## src/stpq_pkg.sv

```systemverilog
`default_nettype none
package stpq_pkg;

  localparam int unsigned DEPTH_DEF = 32;

  localparam logic [2:0] OP_PUSH   = 3'd0;
  localparam logic [2:0] OP_POP    = 3'd1;
  localparam logic [2:0] OP_REMOVE = 3'd2;
  localparam logic [2:0] OP_CHANGE = 3'd3;
  localparam logic [2:0] OP_LEVEL  = 3'd4;

  localparam logic [1:0] ST_OK       = 2'd0;
  localparam logic [1:0] ST_NOTFOUND = 2'd1;
  localparam logic [1:0] ST_EMPTY    = 2'd2;
  localparam logic [1:0] ST_FULL     = 2'd3;

  localparam logic [7:0] MIN_PER_HOUR = 8'd60;

  typedef struct packed {
    logic [2:0]  opcode;
    logic [15:0] task_id;
    logic [7:0]  priority_req;
    logic [9:0]  hours;
    logic [5:0]  minutes;
  } in_item_t;

  typedef struct packed {
    logic [1:0]  status;
    logic [15:0] out_task_id;
    logic [7:0]  out_priority;
    logic [9:0]  out_hours;
    logic [5:0]  out_minutes;
    logic [15:0] total_hours;
    logic [5:0]  total_minutes;
    logic [5:0]  entry_count;
  } out_item_t;

  typedef struct packed {
    logic [15:0] id;
    logic [7:0]  pri;
    logic [9:0]  hrs;
    logic [5:0]  mins;
  } entry_t;

  typedef struct packed {
    logic [15:0] hrs;
    logic [5:0]  mins;
  } hm_t;

  // add hours/minutes into an accumulator whose minutes are below 60
  function automatic hm_t hm_add(hm_t acc, logic [9:0] h, logic [5:0] m);
    logic [7:0] t;
    logic [1:0] c;
    hm_t        r;
    t = {2'b00, acc.mins} + {2'b00, m};
    if (t >= 2 * MIN_PER_HOUR) begin
      c = 2'd2;
    end else if (t >= MIN_PER_HOUR) begin
      c = 2'd1;
    end else begin
      c = 2'd0;
    end
    r.mins = 6'(t - 8'(c) * MIN_PER_HOUR);
    r.hrs  = acc.hrs + {6'd0, h} + {14'd0, c};
    return r;
  endfunction

  // take hours/minutes back out, borrowing 60 minutes as often as needed
  function automatic hm_t hm_sub(hm_t acc, logic [9:0] h, logic [5:0] m);
    logic [7:0] t;
    logic [7:0] mm;
    logic [1:0] b;
    hm_t        r;
    t  = {2'b00, acc.mins};
    mm = {2'b00, m};
    if (mm > t + MIN_PER_HOUR) begin
      b = 2'd2;
    end else if (mm > t) begin
      b = 2'd1;
    end else begin
      b = 2'd0;
    end
    r.mins = 6'(t + 8'(b) * MIN_PER_HOUR - mm);
    r.hrs  = acc.hrs - {14'd0, b} - {6'd0, h};
    return r;
  endfunction

endpackage
`default_nettype wire

```

## src/sorted_task_priority_queue.sv

```systemverilog
`default_nettype none
// Sorted task queue: holds up to DEPTH tasks in ascending priority order in a
// single-port-read memory, walked by one sequencer that touches one entry at a
// time (read, then compare/move). A push or priority change shifts the
// entries above the insertion point, a remove shifts those above the hole, and
// a level query scans every held entry, so the work for an item grows with the
// number of held tasks (most for a priority change); pop and refused
// operations do not walk the list. in_stall stays high while an item is being
// worked; one result register lets the next item enter while a result still
// waits on out_stall.
module sorted_task_priority_queue #(
  parameter int unsigned DEPTH = stpq_pkg::DEPTH_DEF
) (
  input  wire logic               clk,
  input  wire logic               rst_n,
  input  wire logic               in_valid,
  output logic                    in_stall,
  input  wire stpq_pkg::in_item_t in_data,
  output logic                    out_valid,
  input  wire logic               out_stall,
  output stpq_pkg::out_item_t     out_data
);

  localparam int unsigned AW = (DEPTH > 1) ? $clog2(DEPTH) : 1;
  localparam int unsigned CW = $clog2(DEPTH + 1);

  typedef enum logic [11:0] {
    S_IDLE    = 12'b0000_0000_0001,
    S_INS_RD  = 12'b0000_0000_0010,
    S_INS_CK  = 12'b0000_0000_0100,
    S_FIND_RD = 12'b0000_0000_1000,
    S_FIND_CK = 12'b0000_0001_0000,
    S_DEL_RD  = 12'b0000_0010_0000,
    S_DEL_CK  = 12'b0000_0100_0000,
    S_POP_RD  = 12'b0000_1000_0000,
    S_POP_CK  = 12'b0001_0000_0000,
    S_LVL_RD  = 12'b0010_0000_0000,
    S_LVL_CK  = 12'b0100_0000_0000,
    S_DONE    = 12'b1000_0000_0000
  } state_t;

  state_t                state_r, state_nxt;
  logic [CW-1:0]         cnt_r, cnt_nxt;
  logic [CW-1:0]         ptr_r, ptr_nxt;
  stpq_pkg::hm_t         sum_r, sum_nxt;
  stpq_pkg::hm_t         lvl_r, lvl_nxt;
  stpq_pkg::in_item_t    req_r, req_nxt;
  stpq_pkg::entry_t      task_r, task_nxt;
  stpq_pkg::entry_t      pop_r, pop_nxt;
  logic [1:0]            status_r, status_nxt;
  logic                  out_valid_r, out_valid_nxt;
  stpq_pkg::out_item_t   out_r, out_nxt;

  stpq_pkg::entry_t      mem [DEPTH];
  stpq_pkg::entry_t      rd_data_r;
  logic [AW-1:0]         rd_addr;
  logic                  mem_we;
  logic [AW-1:0]         mem_wa;
  stpq_pkg::entry_t      mem_wd;
  logic [CW-1:0]         ptr_inc;

  always_ff @(posedge clk) begin
    if (mem_we) begin
      mem[mem_wa] <= mem_wd;
    end
    rd_data_r <= mem[rd_addr];
  end

  assign ptr_inc   = ptr_r + CW'(1);
  assign in_stall  = (state_r != S_IDLE);
  assign out_valid = out_valid_r;
  assign out_data  = out_r;

  always_comb begin
    state_nxt     = state_r;
    cnt_nxt       = cnt_r;
    ptr_nxt       = ptr_r;
    sum_nxt       = sum_r;
    lvl_nxt       = lvl_r;
    req_nxt       = req_r;
    task_nxt      = task_r;
    pop_nxt       = pop_r;
    status_nxt    = status_r;
    out_valid_nxt = out_valid_r;
    out_nxt       = out_r;
    rd_addr       = ptr_r[AW-1:0];
    mem_we        = 1'b0;
    mem_wa        = ptr_r[AW-1:0];
    mem_wd        = task_r;

    if (out_valid_r && !out_stall) begin
      out_valid_nxt = 1'b0;
    end

    unique case (state_r)
      S_IDLE: begin
        if (in_valid) begin
          req_nxt    = in_data;
          pop_nxt    = '0;
          lvl_nxt    = '0;
          status_nxt = stpq_pkg::ST_OK;
          ptr_nxt    = '0;
          unique case (in_data.opcode) inside
            stpq_pkg::OP_PUSH: begin
              if (cnt_r == CW'(DEPTH)) begin
                status_nxt = stpq_pkg::ST_FULL;
                state_nxt  = S_DONE;
              end else begin
                task_nxt  = '{id: in_data.task_id, pri: in_data.priority_req,
                              hrs: in_data.hours, mins: in_data.minutes};
                ptr_nxt   = cnt_r;
                state_nxt = S_INS_RD;
              end
            end
            stpq_pkg::OP_POP: begin
              if (cnt_r == '0) begin
                status_nxt = stpq_pkg::ST_EMPTY;
                state_nxt  = S_DONE;
              end else begin
                ptr_nxt   = cnt_r - CW'(1);
                state_nxt = S_POP_RD;
              end
            end
            stpq_pkg::OP_REMOVE, stpq_pkg::OP_CHANGE: begin
              if (cnt_r == '0) begin
                status_nxt = stpq_pkg::ST_EMPTY;
                state_nxt  = S_DONE;
              end else begin
                state_nxt = S_FIND_RD;
              end
            end
            stpq_pkg::OP_LEVEL: state_nxt = S_LVL_RD;
            default:            state_nxt = S_DONE;
          endcase
        end
      end
      S_INS_RD: begin
        if (ptr_r == '0) begin
          mem_we  = 1'b1;
          cnt_nxt = cnt_r + CW'(1);
          if (req_r.opcode == stpq_pkg::OP_PUSH) begin
            sum_nxt = stpq_pkg::hm_add(sum_r, task_r.hrs, task_r.mins);
          end
          state_nxt = S_DONE;
        end else begin
          rd_addr   = AW'(ptr_r - CW'(1));
          state_nxt = S_INS_CK;
        end
      end
      S_INS_CK: begin
        mem_we = 1'b1;
        if (rd_data_r.pri > task_r.pri) begin
          // move the larger entry up one slot and keep walking down
          mem_wd    = rd_data_r;
          ptr_nxt   = ptr_r - CW'(1);
          state_nxt = S_INS_RD;
        end else begin
          cnt_nxt = cnt_r + CW'(1);
          if (req_r.opcode == stpq_pkg::OP_PUSH) begin
            sum_nxt = stpq_pkg::hm_add(sum_r, task_r.hrs, task_r.mins);
          end
          state_nxt = S_DONE;
        end
      end
      S_FIND_RD: begin
        if (ptr_r == cnt_r) begin
          status_nxt = stpq_pkg::ST_NOTFOUND;
          state_nxt  = S_DONE;
        end else begin
          state_nxt = S_FIND_CK;
        end
      end
      S_FIND_CK: begin
        if (rd_data_r.id == req_r.task_id) begin
          task_nxt  = rd_data_r;
          state_nxt = S_DEL_RD;
        end else begin
          ptr_nxt   = ptr_inc;
          state_nxt = S_FIND_RD;
        end
      end
      S_DEL_RD: begin
        if (ptr_inc >= cnt_r) begin
          cnt_nxt = cnt_r - CW'(1);
          if (req_r.opcode == stpq_pkg::OP_REMOVE) begin
            sum_nxt   = stpq_pkg::hm_sub(sum_r, task_r.hrs, task_r.mins);
            state_nxt = S_DONE;
          end else begin
            task_nxt.pri = req_r.priority_req;
            ptr_nxt      = cnt_r - CW'(1);
            state_nxt    = S_INS_RD;
          end
        end else begin
          rd_addr   = ptr_inc[AW-1:0];
          state_nxt = S_DEL_CK;
        end
      end
      S_DEL_CK: begin
        mem_we    = 1'b1;
        mem_wd    = rd_data_r;
        ptr_nxt   = ptr_inc;
        state_nxt = S_DEL_RD;
      end
      S_POP_RD: state_nxt = S_POP_CK;
      S_POP_CK: begin
        pop_nxt   = rd_data_r;
        cnt_nxt   = cnt_r - CW'(1);
        sum_nxt   = stpq_pkg::hm_sub(sum_r, rd_data_r.hrs, rd_data_r.mins);
        state_nxt = S_DONE;
      end
      S_LVL_RD: begin
        state_nxt = (ptr_r == cnt_r) ? S_DONE : S_LVL_CK;
      end
      S_LVL_CK: begin
        if (rd_data_r.pri == req_r.priority_req) begin
          lvl_nxt = stpq_pkg::hm_add(lvl_r, rd_data_r.hrs, rd_data_r.mins);
        end
        ptr_nxt   = ptr_inc;
        state_nxt = S_LVL_RD;
      end
      S_DONE: begin
        if (!out_valid_r || !out_stall) begin
          out_valid_nxt         = 1'b1;
          out_nxt.status        = status_r;
          out_nxt.out_task_id   = pop_r.id;
          out_nxt.out_priority  = pop_r.pri;
          out_nxt.out_hours     = pop_r.hrs;
          out_nxt.out_minutes   = pop_r.mins;
          if (req_r.opcode == stpq_pkg::OP_LEVEL) begin
            out_nxt.total_hours   = lvl_r.hrs;
            out_nxt.total_minutes = lvl_r.mins;
          end else begin
            out_nxt.total_hours   = sum_r.hrs;
            out_nxt.total_minutes = sum_r.mins;
          end
          out_nxt.entry_count   = 6'(cnt_r);
          state_nxt             = S_IDLE;
        end
      end
      default: state_nxt = S_IDLE;
    endcase
    if (state_r == S_INS_CK && !(rd_data_r.pri > task_r.pri)) begin
      mem_wd = task_r;
    end
  end

  always_ff @(posedge clk) begin
    if (!rst_n) begin
      state_r     <= S_IDLE;
      cnt_r       <= '0;
      sum_r       <= '0;
      out_valid_r <= 1'b0;
    end else begin
      state_r     <= state_nxt;
      cnt_r       <= cnt_nxt;
      sum_r       <= sum_nxt;
      out_valid_r <= out_valid_nxt;
    end
  end

  always_ff @(posedge clk) begin
    ptr_r    <= ptr_nxt;
    lvl_r    <= lvl_nxt;
    req_r    <= req_nxt;
    task_r   <= task_nxt;
    pop_r    <= pop_nxt;
    status_r <= status_nxt;
    out_r    <= out_nxt;
  end

endmodule
`default_nettype wire

```

## config.mk

```make
export PLATFORM = sky130hd
export DESIGN_NAME = sorted_task_priority_queue
export DESIGN_NICKNAME = d
export VERILOG_FILES = /design/src/stpq_pkg.sv /design/src/sorted_task_priority_queue.sv
export SDC_FILE = /design/constraint.sdc
export NUM_CORES = 2
export LEC_CHECK = 0
export BUFFER_PORTS_ARGS = -buffer_cell sky130_fd_sc_hd__buf_2
export CAP_MARGIN = 10
export CORE_AREA = 5 5 254 441
export CTS_CLUSTER_DIAMETER = 100
export DETAILED_ROUTE_END_ITERATION = 7
export DIE_AREA = 0 0 259 446
export GPL_ROUTABILITY_DRIVEN = 0
export PLACE_DENSITY = 0.8
export SLEW_MARGIN = 25
export SYNTH_ARGS = -nofsm -noshare
export SYNTH_HDL_FRONTEND = slang
export SYNTH_SLANG_ARGS = --single-unit
export TNS_END_PERCENT = 5
```

## constraint.sdc

```tcl
create_clock -name clk -period 6.87 [get_ports clk]
set_input_delay 1.7175 -clock clk [delete_from_list [all_inputs] [get_ports clk]]
set_output_delay 1.7175 -clock clk [all_outputs]
set_load 0.005 [all_outputs]
```

==> results by group <==
Floorplan
  • Core Region: 0.108 mm2
  • Die ar.: 0.116 mm2
  • Initial Util: 62.2%
  • FP Rows: 160
  • # IOs: 119
  • Die height: 446 um
  • Die width: 259 um

Layout
  • Reg area: 0.0463 mm2
  • Final net count: 4903
  • Area growth from synthesis to layout: 10.9%
  • Fin cells: 6265
  • Fillcell total: 6779
  • Multi-input logic area: 0.0199 mm2
  • Layout cells sized above 1: 15.0%

Logic synthesis
  • Average size of a mapped cell: 14.7 um2
  • Post-synth ARST share: 0%
  • Yosys warns: 0
  • Main synth FF type: edfxtp_1
  • Flop and latch count out of synthesis: 1568
  • Cell Area, Synth: 0.0674 mm2
  • Most common cell in the netlist: edfxtp_1
  • Synth Net Count: 4798
  • Yosys top cell area share: 66.3%
  • Cell variety after synth: 95
  • Top cells by area, synth: edfxtp_1 (66%), nand2_1 (2.8%), ha_1 (2.6%)
  • Gate Count Post-Synth: 4588
  • Register area share after synthesis: 68.7%
  • Commonest cells post-synth: edfxtp_1 (1487), nand2_1 (496), clkbuf_1 (162)
  • Post-synth EDFFs: 1487
  • Leading area contributor after synthesis: edfxtp_1

Outcome
  • Outcome: complete, no violations

Clocking
  • CTS tree: yes
  • CTS Sinks: 1568
  • Post-cts resize count: 0
  • Maximum root-to-sink buffer count: 3
  • H-tree levels: 4
  • Num CTS Buffers: 133
  • Clk_lat worst skew: 0.78 ns
  • CTS root buffer: clkbuf_16
  • Postcts setup bufs: 0
  • Hold_buf cts: 0
  • Clock slew at reported path FFs: 0.06 ns

Timing
  • Fin crit period: 6.10 ns
  • Final worst-path cycle share: 88.9%
  • Slew margin rel.: 18.9%
  • Fin Setup TNS: 0 ns
  • Final Hold Vio Count: 0
  • RSZ-0062 raised after global routing: no
  • Worst-Margin Slew: 1.20 ns
  • Max-slew violation count: 0
  • # setup viols final: 0
  • Fmax: 164 MHz
  • Clock Skew: 0.0448 ns

Drt
  • Top Layer Used: met5
  • Via Count: 42900
  • WL met2: 95100 um
  • DR DRC count: 0
  • WL met1: 58500 um
  • Antenna viol nets, final: 0
  • Total Wirelength: 189000 um
  • DR vias/cell: 6.85
  • Per-cell routed wire length: 30.1 um
  • Initial DRC count: 5501
  • DRT Pass-1 Iters: 6
  • Met3 Routed Length: 20100 um

Global route
  • Largest net degree at the start of global routing: 128
  • Initial antenna violation count: 9
  • Vias in the first global route: 43000
  • Grt total ovfl: 0
  • First-pass GRT wire length: 272000 um
  • GRT Total Usage: 32.1%

Run
  • Max-Cap Viols: 0

Power
  • Sw frac: 30.6%
  • Leak Pwr: 25.4 nW
  • Switching power: 7.59 mW
  • Pwr/cell area: 332 mW/mm2
  • Clk pwr share: 30.8%
  • Internal: 17.2 mW
  • Logic pwr share: 24.2%
  • Sequential Power Share: 45.0%
  • Max IR drop VDD: 0.254 mV

Placement
  • Hpwl dp: 113000 um
  • I/O Buffers: 118
  • DP Cell Count: 6013

Setup path
  • CP Launch Type: register
  • Worst-path fanout max: 6
  • Setup CP Type: register to register
  • CP Data Required Time: 7.54 ns
  • CP Capture Type: register
  • CP Data Arrival Time: 6.78 ns

Min path
  • Worst hold path type: register to register
[worst paths after layout]
kind	startpoint	endpoint	slack (ns)	cells after the start
min reg2reg	pop_r[23]$_SDFFCE_PN0P_	out_data[51]$_DFFE_PP_	0.41	0
max reg2reg	sum_r[3]$_SDFFE_PN0P_	sum_r[20]$_SDFFE_PN0P_	0.77	24
max	sum_r[3]$_SDFFE_PN0P_	sum_r[20]$_SDFFE_PN0P_	0.77	24
min	pop_r[23]$_SDFFCE_PN0P_	out_data[51]$_DFFE_PP_	0.41	0
[critical path, cell delays in order, from the launching register on]
cell      delay (ns)
dfxtp_1         0.43
inv_1           0.17
ha_1            0.24
xnor2_1         0.17
ha_1            0.32
nand2_1         0.05
o32ai_1         0.23
a21oi_1         0.08
maj3_1          0.37
nand2_1         0.09
nand2_1         0.11
fa_1            0.52
inv_1           0.06
ha_1            0.18
or2_2           0.29
fa_1            0.47
a21oi_1         0.24
o211ai_1        0.19
o41ai_1         0.56
o21ai_0         0.25
and2_1          0.25
a211oi_1        0.30
xor2_1          0.18
a22oi_1         0.08
a31oi_1         0.19
[registers in the layout, indices dropped and copies added, names as in the netlist]
register and count:
pop_r 40, out_valid 1, sum_r 22, state_r 12, out_data 70, rd_data_r 40, status_r 2, ptr_r 6
req_r 27, cnt_r 6, mem 1280, lvl_r 22, task_r 40
[cells by family after synthesis]
family	count (synthesis)	share of synthesized area, %
fa+ha+maj	165	3.29
compound gates	760	8.25
mux	355	6.95
xor+xnor	116	1.51
simple gates	1216	8.74
buf+inv	408	2.56
flops	1568	68.7
[power by group through the flow]
stage               logic [mW]  registers (mW)  clock network, mW
finish                    6.01            11.2               7.64
global route              6.40            11.2               8.10
CTS                       5.91            11.1               7.67
detailed placement        5.83            11.3                  0
global placement          5.68            11.3                  0
floorplan                 4.23            11.1                  0
[layout by cell type (no fill, tap or decap), drive strengths merged, types with 50 or more instances in the layout]
cell / synthesis / routed
a211oi: 105 / 105
a21oi: 79 / 79
a221oi: 50 / 50
a22oi: 90 / 90
a311oi: 86 / 86
and2: 50 / 50
and3: 133 / 133
buf: 106 / 240
clkbuf: 164 / 183
dfxtp: 81 / 81
edfxtp: 1487 / 1487
ha: 142 / 142
inv: 137 / 140
mux2: 119 / 119
mux2i: 158 / 158
mux4: 78 / 78
nand2: 497 / 497
nand3: 55 / 55
nor2: 159 / 159
nor3: 111 / 111
nor4: 90 / 90
o211ai: 51 / 51
o21ai: 122 / 122
xnor2: 71 / 71
[through the flow]
stage	utilization [%]	power [mW]	setup WS [ns]	hold WS, ns	instance area (um2)
after floorplan	-	15.3	1.31	0.400	67400
after global placement	64.6	17.0	0.916	0.400	69900
after detailed placement	64.8	17.2	0.853	0.405	70100
after global routing	68.9	25.7	0.398	0.429	74700
final	68.9	24.8	0.766	0.414	74700
after CTS	68.8	24.7	0.850	0.408	74500
[area by class of cell]
class	instances	share of cell area, %
timing repair buffer	240	2.39
clock inverter	60	0.855
clock buffer	183	5.04
antenna	6	0.0201
tap	1458	2.44
inverter	138	0.694
sequential	1568	62.0
multi-input combinational	2612	26.6
[per-layer routing]
layer,vias up,global-route usage (%)
met4,2,20.9
met3,859,6.90
met1,21100,35.9
met2,2907,55.5
li1,18100,-
met5,-,0
No activity file was read; power rests on OpenSTA's default activity.
